===== src/rtl/clkswd_pkg.sv =====
// shared types, codes and segment decode for the clock and stopwatch display
// no dependencies
package clkswd_pkg;

   localparam logic [1:0] MODE_IDLE  = 2'd0;
   localparam logic [1:0] MODE_RUN   = 2'd1;
   localparam logic [1:0] MODE_PAUSE = 2'd2;

   typedef struct packed {
      logic [3:0] tens;
      logic [3:0] units;
   } bcd_type;

   localparam bcd_type HUND_LAST  = '{tens: 4'd9, units: 4'd9};
   localparam bcd_type SIXTY_LAST = '{tens: 4'd5, units: 4'd9};
   localparam bcd_type HOUR_LAST  = '{tens: 4'd2, units: 4'd3};
   localparam bcd_type ZERO_INIT  = '{tens: 4'd0, units: 4'd0};
   localparam bcd_type HOUR_INIT  = '{tens: 4'd1, units: 4'd5};
   localparam bcd_type MIN_INIT   = '{tens: 4'd4, units: 4'd5};

   // segments a..g in bits 0..6, bit 7 clear
   function automatic logic [7:0] seg_byte(input logic [3:0] digit);
      logic [7:0] code;
      case (digit)
         4'd0:    code = 8'h3F;
         4'd1:    code = 8'h06;
         4'd2:    code = 8'h5B;
         4'd3:    code = 8'h4F;
         4'd4:    code = 8'h66;
         4'd5:    code = 8'h6D;
         4'd6:    code = 8'h7C;
         4'd7:    code = 8'h07;
         4'd8:    code = 8'h7F;
         4'd9:    code = 8'h67;
         default: code = 8'h00;
      endcase
      return code;
   endfunction

   function automatic logic [15:0] seg_pair(input bcd_type value);
      return {seg_byte(value.tens), seg_byte(value.units)};
   endfunction

endpackage


===== src/rtl/clock_stopwatch_display.sv =====
// clock_stopwatch_display: time of day and stopwatch on four segment digits
// depends on clkswd_pkg, clkswd_cell, clkswd_mode
//
// each request is one hundredth-second tick with the button and switch bits.
// the clock advances one hundredth through a chain of bcd counter cells
// (hundredths, seconds, minutes, hours); the stopwatch has its own two cells
// that count only while running. every request gives one response word:
// hours:minutes when all switches are off, stopwatch seconds:hundredths else.
// the response word is registered, in the skid register if the response
// register holds a word not taken. throughput: one request per cycle while
// req_stall is low; the carry chain and segment decode are combinational.
// a response register and a one-entry skid register sit on the output, so a
// request is taken while one response waits; req_stall rises only when both
// hold a word and falls once the receiver takes one.
// reset (synchronous) sets the clock to 15:45:00.00, the stopwatch to idle
// with zero counts, and empties the output registers.
module clock_stopwatch_display
   import clkswd_pkg::*;
(
   input  logic        clock,
   input  logic        reset,
   input  logic        req_valid,
   output logic        req_stall,
   input  logic [3:0]  req_buttons,
   input  logic [9:0]  req_switch_bits,
   output logic        rsp_valid,
   input  logic        rsp_stall,
   output logic [31:0] rsp_display_word
);

   logic    accept;
   logic    take;
   logic    running;
   logic    c_hund, c_sec, c_min, c_hour, w_hund, w_sec;
   bcd_type hund_next, sec_next, min_next, hour_next;
   bcd_type whund_next, wsec_next;
   logic [31:0] word;

   logic        out_valid_ff, out_valid_in;
   logic [31:0] out_word_ff, out_word_in;
   logic        skid_valid_ff, skid_valid_in;
   logic [31:0] skid_word_ff, skid_word_in;

   assign accept = req_valid & ~req_stall;
   assign take   = out_valid_ff & ~rsp_stall;

   // clock chain
   clkswd_cell u_hund (.clock, .reset, .init_value(ZERO_INIT), .last_value(HUND_LAST),
      .carry_in(accept), .carry_out(c_hund), .next_value(hund_next));
   clkswd_cell u_sec (.clock, .reset, .init_value(ZERO_INIT), .last_value(SIXTY_LAST),
      .carry_in(c_hund), .carry_out(c_sec), .next_value(sec_next));
   clkswd_cell u_min (.clock, .reset, .init_value(MIN_INIT), .last_value(SIXTY_LAST),
      .carry_in(c_sec), .carry_out(c_min), .next_value(min_next));
   clkswd_cell u_hour (.clock, .reset, .init_value(HOUR_INIT), .last_value(HOUR_LAST),
      .carry_in(c_min), .carry_out(c_hour), .next_value(hour_next));

   // stopwatch chain
   clkswd_mode u_mode (.clock, .reset, .tick(accept), .buttons(req_buttons),
      .running(running));
   clkswd_cell u_whund (.clock, .reset, .init_value(ZERO_INIT), .last_value(HUND_LAST),
      .carry_in(running), .carry_out(w_hund), .next_value(whund_next));
   clkswd_cell u_wsec (.clock, .reset, .init_value(ZERO_INIT), .last_value(SIXTY_LAST),
      .carry_in(w_hund), .carry_out(w_sec), .next_value(wsec_next));

   // wrap of the last cells has no further stage
   logic unused_carry;
   assign unused_carry = c_hour ^ w_sec;

   assign word = (req_switch_bits == 10'd0) ? {seg_pair(hour_next), seg_pair(min_next)}
                                            : {seg_pair(wsec_next), seg_pair(whund_next)};

   always_comb begin
      out_valid_in  = out_valid_ff;
      out_word_in   = out_word_ff;
      skid_valid_in = skid_valid_ff;
      skid_word_in  = skid_word_ff;
      if (skid_valid_ff) begin
         if (take) begin
            out_word_in   = skid_word_ff;
            skid_valid_in = 1'b0;
         end
      end else if (accept) begin
         if (!out_valid_ff || take) begin
            out_valid_in = 1'b1;
            out_word_in  = word;
         end else begin
            skid_valid_in = 1'b1;
            skid_word_in  = word;
         end
      end else if (take) begin
         out_valid_in = 1'b0;
      end
   end

   always_ff @(posedge clock) begin
      if (reset) begin
         out_valid_ff  <= 1'b0;
         skid_valid_ff <= 1'b0;
      end else begin
         out_valid_ff  <= out_valid_in;
         skid_valid_ff <= skid_valid_in;
      end
      out_word_ff  <= out_word_in;
      skid_word_ff <= skid_word_in;
   end

   assign req_stall        = skid_valid_ff | (unused_carry & 1'b0);
   assign rsp_valid        = out_valid_ff;
   assign rsp_display_word = out_word_ff;

endmodule


===== src/rtl/clkswd_cell.sv =====
// one two-digit bcd counter cell of the carry chain
// depends on clkswd_pkg
module clkswd_cell
   import clkswd_pkg::*;
(
   input  logic    clock,
   input  logic    reset,
   input  bcd_type init_value,
   input  bcd_type last_value,
   input  logic    carry_in,
   output logic    carry_out,
   output bcd_type next_value
);

   bcd_type value_ff;
   bcd_type value_in;
   logic    at_last;

   assign at_last = (value_ff == last_value);

   always_comb begin
      value_in = value_ff;
      if (carry_in) begin
         if (at_last) begin
            value_in = ZERO_INIT;
         end else if (value_ff.units == 4'd9) begin
            value_in.tens  = value_ff.tens + 4'd1;
            value_in.units = 4'd0;
         end else begin
            value_in.units = value_ff.units + 4'd1;
         end
      end
   end

   assign carry_out  = carry_in & at_last;
   assign next_value = value_in;

   always_ff @(posedge clock) begin
      if (reset) begin
         value_ff <= init_value;
      end else begin
         value_ff <= value_in;
      end
   end

endmodule


===== src/rtl/clkswd_mode.sv =====
// stopwatch mode register and button handling
// depends on clkswd_pkg
module clkswd_mode
   import clkswd_pkg::*;
(
   input  logic       clock,
   input  logic       reset,
   input  logic       tick,
   input  logic [3:0] buttons,
   output logic       running
);

   logic [1:0] mode_ff;
   logic [1:0] mode_in;
   logic [1:0] mode_tmp;

   always_comb begin
      mode_tmp = mode_ff;
      if (buttons[1] && mode_tmp == MODE_IDLE) begin
         mode_tmp = MODE_RUN;
      end
      if (buttons[2]) begin
         mode_tmp = (mode_tmp == MODE_RUN) ? MODE_PAUSE : MODE_RUN;
      end
      if (buttons[3] && mode_tmp == MODE_RUN) begin
         mode_tmp = MODE_IDLE;
      end
      mode_in = tick ? mode_tmp : mode_ff;
   end

   assign running = tick && (mode_tmp == MODE_RUN);

   always_ff @(posedge clock) begin
      if (reset) begin
         mode_ff <= MODE_IDLE;
      end else begin
         mode_ff <= mode_in;
      end
   end

endmodule


===== config.mk =====
export PLATFORM = sky130hd
export DESIGN_NAME = clock_stopwatch_display
export DESIGN_NICKNAME = d
export VERILOG_FILES = /design/src/rtl/clkswd_pkg.sv /design/src/rtl/clock_stopwatch_display.sv /design/src/rtl/clkswd_cell.sv /design/src/rtl/clkswd_mode.sv
export SDC_FILE = /design/constraint.sdc
export NUM_CORES = 1
export LEC_CHECK = 0
export BUFFER_PORTS_ARGS = -buffer_cell sky130_fd_sc_hd__buf_2
export CORE_UTILIZATION = 25
export DETAILED_ROUTE_END_ITERATION = 7
export GPL_TIMING_DRIVEN = 1
export PLACE_DENSITY = 0.41
export SYNTH_ARGS = -nofsm -noshare
export SYNTH_HDL_FRONTEND = slang
export SYNTH_HIERARCHICAL = 1
export SYNTH_SLANG_ARGS = --single-unit

===== constraint.sdc =====
create_clock -name clock -period 8.8 [get_ports clock]
set_input_delay 1.76 -clock clock [delete_from_list [all_inputs] [get_ports clock]]
set_output_delay 1.76 -clock clock [all_outputs]
set_load 0.005 [all_outputs]

== After elaboration in Yosys (flattened, before gate mapping) ==
Memory sizes are Yosys's and may differ from the RTL's.
Cells that the tools add are included.
W data, S select, Z words.

* Add/subtract/negate cells: 12
* Multiply operators: 0
* Divide/modulo/power cells: 0
* $lt $le $gt $ge: 0
* Equal/unequal tests: 17
* Shifts and indexed selects: 0
* Muxes and demuxes: 38
* Bitwise gates (word level): 9
* Reduce and logical (&&, ||, !) cells: 17

{| class="wikitable"
|+ Operators by type and width
! operator !! count
|-
| $mux W32 || 5
|-
| $mux W8 || 10
|-
| $add A4 B1 Y4 const B || 12
|-
| $mux W4 || 12
|-
| $eq A4 B4 Y1 const B || 6
|-
| $eq A8 B7 Y1 const B || 3
|-
| $eq A8 B8 Y1 const B || 2
|-
| $logic_not A10 Y1 || 1
|-
| $reduce_bool A2 Y1 || 5
|-
| $reduce_and A3 Y1 || 3
|-
| $eq A8 B6 Y1 const B || 1
|-
| $mux W2 || 4
|-
| $mux W1 || 7
|-
| $and A1 B1 Y1 || 6
|-
| $eq A2 B1 Y1 const B || 3
|-
| $ne A2 B2 Y1 const B || 2
|-
| $reduce_and A2 Y1 || 2
|-
| $logic_and A1 B1 Y1 || 3
|-
| $not A1 Y1 || 3
|-
| $logic_not A2 Y1 || 1
|-
| $logic_not A1 Y1 || 1
|-
| $logic_or A1 B1 Y1 || 1
|}

* Bits in registers: 116
* Latch bits: 0
* Bits in writable memories: 0
* ROM bits: 896
* Input bits: 18
* Output and inout bits: 34
* Word-level logic and storage cells: 118
* Memories kept: 8

{| class="wikitable"
|+ Memories
! memory !! depth !! width !! rd ports !! clocked after memory_dff !! write ports !! line !! RTL
|-
| (no name shown) || 16 || 7 || 1 || 0 || 0 || clkswd_pkg.sv:24 || <nowiki>case (digit)</nowiki>
|-
| (no name shown) || 16 || 7 || 1 || 0 || 0 || clkswd_pkg.sv:24 ||
|-
| (no name shown) || 16 || 7 || 1 || 0 || 0 || clkswd_pkg.sv:24 ||
|-
| (no name shown) || 16 || 7 || 1 || 0 || 0 || clkswd_pkg.sv:24 ||
|-
| (no name shown) || 16 || 7 || 1 || 0 || 0 || clkswd_pkg.sv:24 ||
|-
| (no name shown) || 16 || 7 || 1 || 0 || 0 || clkswd_pkg.sv:24 ||
|-
| 2 more memories || n/a || n/a || n/a || n/a || n/a || n/a ||
|}

== Depth between registers and ports, before layout ==
An unclocked memory read counts as a cell.

* Word-level depth: 18
* Depth in mapped cells: 18
* Depth with buffers taken out: 16

== Modules after synthesis ==
Netlist, hierarchy kept.

{| class="wikitable"
|+ By module, submodules not included
! module !! times used !! cells each !! area an instance (um2) !! seq. area each (um2)
|-
| clock_stopwatch_display || 1 || 428 || 4,200.3 || 1,721.7
|-
| clkswd_cell || 6 || 76 || 616.8 || 160.2
|-
| clkswd_mode || 1 || 18 || 151.4 || 40.0
|}

== Worst setup path before layout ==
OpenSTA, ideal clock, no wires.

* Path kind: input to register
* Start point: input port req_valid
* End point: register out_word_ff[24], in the netlist rsp_display_word[24], data pin
* Setup time: 165 ps
* Arrival time: 5,772 ps
* Required time: 8,635 ps
* Setup slack: 2,863 ps
* Cell stages on the path: 17
* Path buffers: 1
* Path through: nor2b_1 -> inv_1 -> nor3_4 -> inv_1 -> nor3_4 -> inv_1 -> nor3_4 -> and4b_1 -> buf_2 -> mux2i_1 -> nor2_1 -> inv_1 -> ha_1 -> or2_2 -> a21oi_1 -> a211oi_1 -> o31ai_2

{| class="wikitable"
|+ RTL lines
! element !! line !! RTL
|-
| start: declaration || clock_stopwatch_display.sv:22 || <nowiki>input logic req_valid,</nowiki>
|-
| end signal: assignment || clock_stopwatch_display.sv:103 || <nowiki>out_word_ff <= out_word_in;</nowiki>
|-
| end: declaration || clock_stopwatch_display.sv:40 || <nowiki>logic [31:0] out_word_ff, out_word_in;</nowiki>
|}

==> flow_metrics.env <==
export IMPL_yosysWarningCount=6
export IMPL_finalCritPeriodShare_pct=70.66
export IMPL_htree_levels=3
export IMPL_tightest_slew_ns=1.065
export IMPL_drv_slew=0
export IMPL_end_kind="flip-flop"
export IMPL_die_area_um2=32670
export IMPL_hold_class="reg2reg"
export IMPL_core_area_um2=31470
export IMPL_antenna_cells=0
export IMPL_maxCapViolCount=0
export IMPL_crit_chain="buf_2 -> nor2b_1 -> buf_4 -> inv_1 -> nor3_4 -> inv_1 -> nor3_4 -> inv_1 -> nor3_4 -> and4b_1 -> nand4_1 -> xor2_1 -> nor2_1 -> or2_2 -> a21oi_1 -> a211oi_1 -> o31ai_2"
export IMPL_drtAntennaViolNets=0
export IMPL_p_leak_nw=3.868
export IMPL_antenna_found_initial=0
export IMPL_min_period_ns=6.218
export IMPL_clock_latency_ns=0.37
export IMPL_remaining_drc_errors=0
export IMPL_cp_max_fo=15
export IMPL_numCtsBuffers=9
export IMPL_clkTransAtPathRegs_ns=0.08
export IMPL_drt_iter0_drc=295
export IMPL_cpMaxStageDelayCell="nor3_4"
export IMPL_syn_inst=886
export IMPL_grt_pass1_vias=5763
export IMPL_via_count=6238
export IMPL_cts_setup_buffers=0
export IMPL_die_width_um=180.7
export IMPL_start_kind="primary input"
export IMPL_slew_headroom_pct=28.23
export IMPL_crit_required_ns=8.88
export IMPL_grt_pass1_wl_um=29900
export IMPL_routed_wl_um=18080
export IMPL_die_h_um=180.7
export IMPL_vias_per_cell=4.427
export IMPL_fin_util_pct=29.20
export IMPL_place_gp_congestion=0.7571
export IMPL_syn_area_per_cell_um2=9.015
export IMPL_rsz0062_at_grt="false"
export IMPL_cts_buffer_depth=2
export IMPL_crit_path_max_incr_delay_ns=0.59
export IMPL_timing_setup_tns_ns=0
export IMPL_finalHoldViolCount=0
export IMPL_layout_drive_gt1_share_pct=13.80
export IMPL_reg2reg_setup_slack_ns=3.64
export IMPL_max_freq_mhz=160.8
export IMPL_num_rows=65
export IMPL_numPortBuffers=46
export IMPL_peakVddDrop_uv=96.39
export IMPL_grt_max_degree=65
export IMPL_syn_to_final_growth_pct=15.05
export IMPL_num_io_pins=52
export IMPL_setup_viol=0
export IMPL_syn_area_um2=7988
export IMPL_crit_family="simple AND/OR/NAND/NOR gates"
export IMPL_skew_ns=0.01103
export IMPL_final_nets=1078
export IMPL_avgRoutedWirePerCell_um=12.83
export IMPL_cts_resized=0
export IMPL_cts_root_buf="clkbuf_16"
export IMPL_track_usage_pct=11.31
export IMPL_cts_tree="built"
export IMPL_outcome="complete, no violations"
export IMPL_firstDrtPassIters=5
export IMPL_start_util_pct=25.38
export IMPL_dp_final_hpwl_um=12650
export IMPL_critPathArrivalTime_ns=6.30
export IMPL_grt_ovfl_total=0
export IMPL_cts_sinks=108
export IMPL_power_density_nw_per_um2=153.9
export IMPL_path_buf_inv=5
export IMPL_worstSetupPathType="in2reg"
export IMPL_cts_hold_buf=0
## placed cells by master (no fill, tap or decap), drive strengths merged, types with 5 or more instances in the layout
master     n
mux2i      6
o211ai     9
nor2      98
clkbuf    13
dfxtp     52
buf       52
inv       69
conb     100
nand4     19
xor2      15
nor3      24
a31oi     14
nand2     99
o21ai     23
ha        58
o2111ai   18
o31ai     48
a21oi     44
or2        6
nand3     17
a2bb2oi    6
xnor2     59
edfxtp    56
nand2b    13
and4b      6
o211a      5
a211oi    19
a221oi     8
a41oi      6
o22ai      6
## final timing paths
kind / start / to / depth (start not counted)
setup reg to reg: u_hund/value_ff[2] / rsp_display_word[24] / 15
hold reg to reg: skid_word_ff[5] / rsp_display_word[5] / 2
hold / removal: skid_word_ff[5] / rsp_display_word[5] / 2
setup / recovery: req_valid / rsp_display_word[24] / 17
## per-layer routing
layer / track usage (%) / vias to the layer above / part of all wire (%)
li1: - / 3308 / -
met1: 15.41 / 2857 / 52
met2: 18.25 / 59 / 44
met3: 1.613 / 14 / 2.1
met4: 3.726 / 0 / 1.4
met5: 0 / - / 0
## worst reg2reg max path, cell delays in order (launching register included)
cell,delay [ns]
dfxtp_1,0.38
xnor2_1,0.22
nand4_2,0.24
nor3_4,0.47
inv_1,0.24
nor3_4,0.51
inv_1,0.25
nor3_4,0.59
and4b_1,0.42
nand4_1,0.14
xor2_1,0.19
nor2_1,0.46
or2_2,0.23
a21oi_1,0.06
a211oi_1,0.36
o31ai_2,0.12
## power by group
part / switching (mW) / total (mW) / internal [mW]
registers: 0.0398 / 0.626 / 0.586
logic: 0.212 / 0.354 / 0.142
clock network: 0.200 / 0.435 / 0.235
total: 0.452 / 1.41 / 0.963
## layout make-up
| class | count | area (µm²) |
|---|---|---|
| inverters | 69 | 259.0 |
| well taps | 402 | 503.0 |
| flip-flops and latches | 108 | 2724 |
| clock inverters | 3 | 26.28 |
| repair buffers | 52 | 275.3 |
| clock buffers | 13 | 291.5 |
| multi-input cells | 762 | 5111 |
| fillers | 3329 | 22280 |
## per-stage QoR
| stage | hold slack [ns] | area (µm²) | total power, mW | cells | setup WS [ns] |
|---|---|---|---|---|---|
| 2_1_floorplan | 0.4895 | 8356 | 0.9084 | 984 | 3.088 |
| 3_3_place_gp | 0.5181 | 8872 | 0.9963 | 1393 | 2.158 |
| 3_5_place_dp | 0.5155 | 8872 | 0.9948 | 1393 | 2.153 |
| 4_1_cts | 0.5369 | 9190 | 1.443 | 1409 | 2.537 |
| 5_1_grt | 0.5473 | 9190 | 1.511 | 1409 | 2.134 |
| 6_report | 0.5355 | 9190 | 1.415 | 1409 | 2.582 |
## registers in the layout (all words and copies together) (netlist names)
signal and cells:
u_wsec/value_ff 8, u_min/value_ff 8, u_hour/value_ff 8, u_sec/value_ff 8, rsp_display_word 28, rsp_valid 1
u_hund/value_ff 8, u_mode/mode_ff 2, skid_word_ff 28, req_stall 1, u_whund/value_ff 8
No activity file was read; power rests on OpenSTA's default activity.
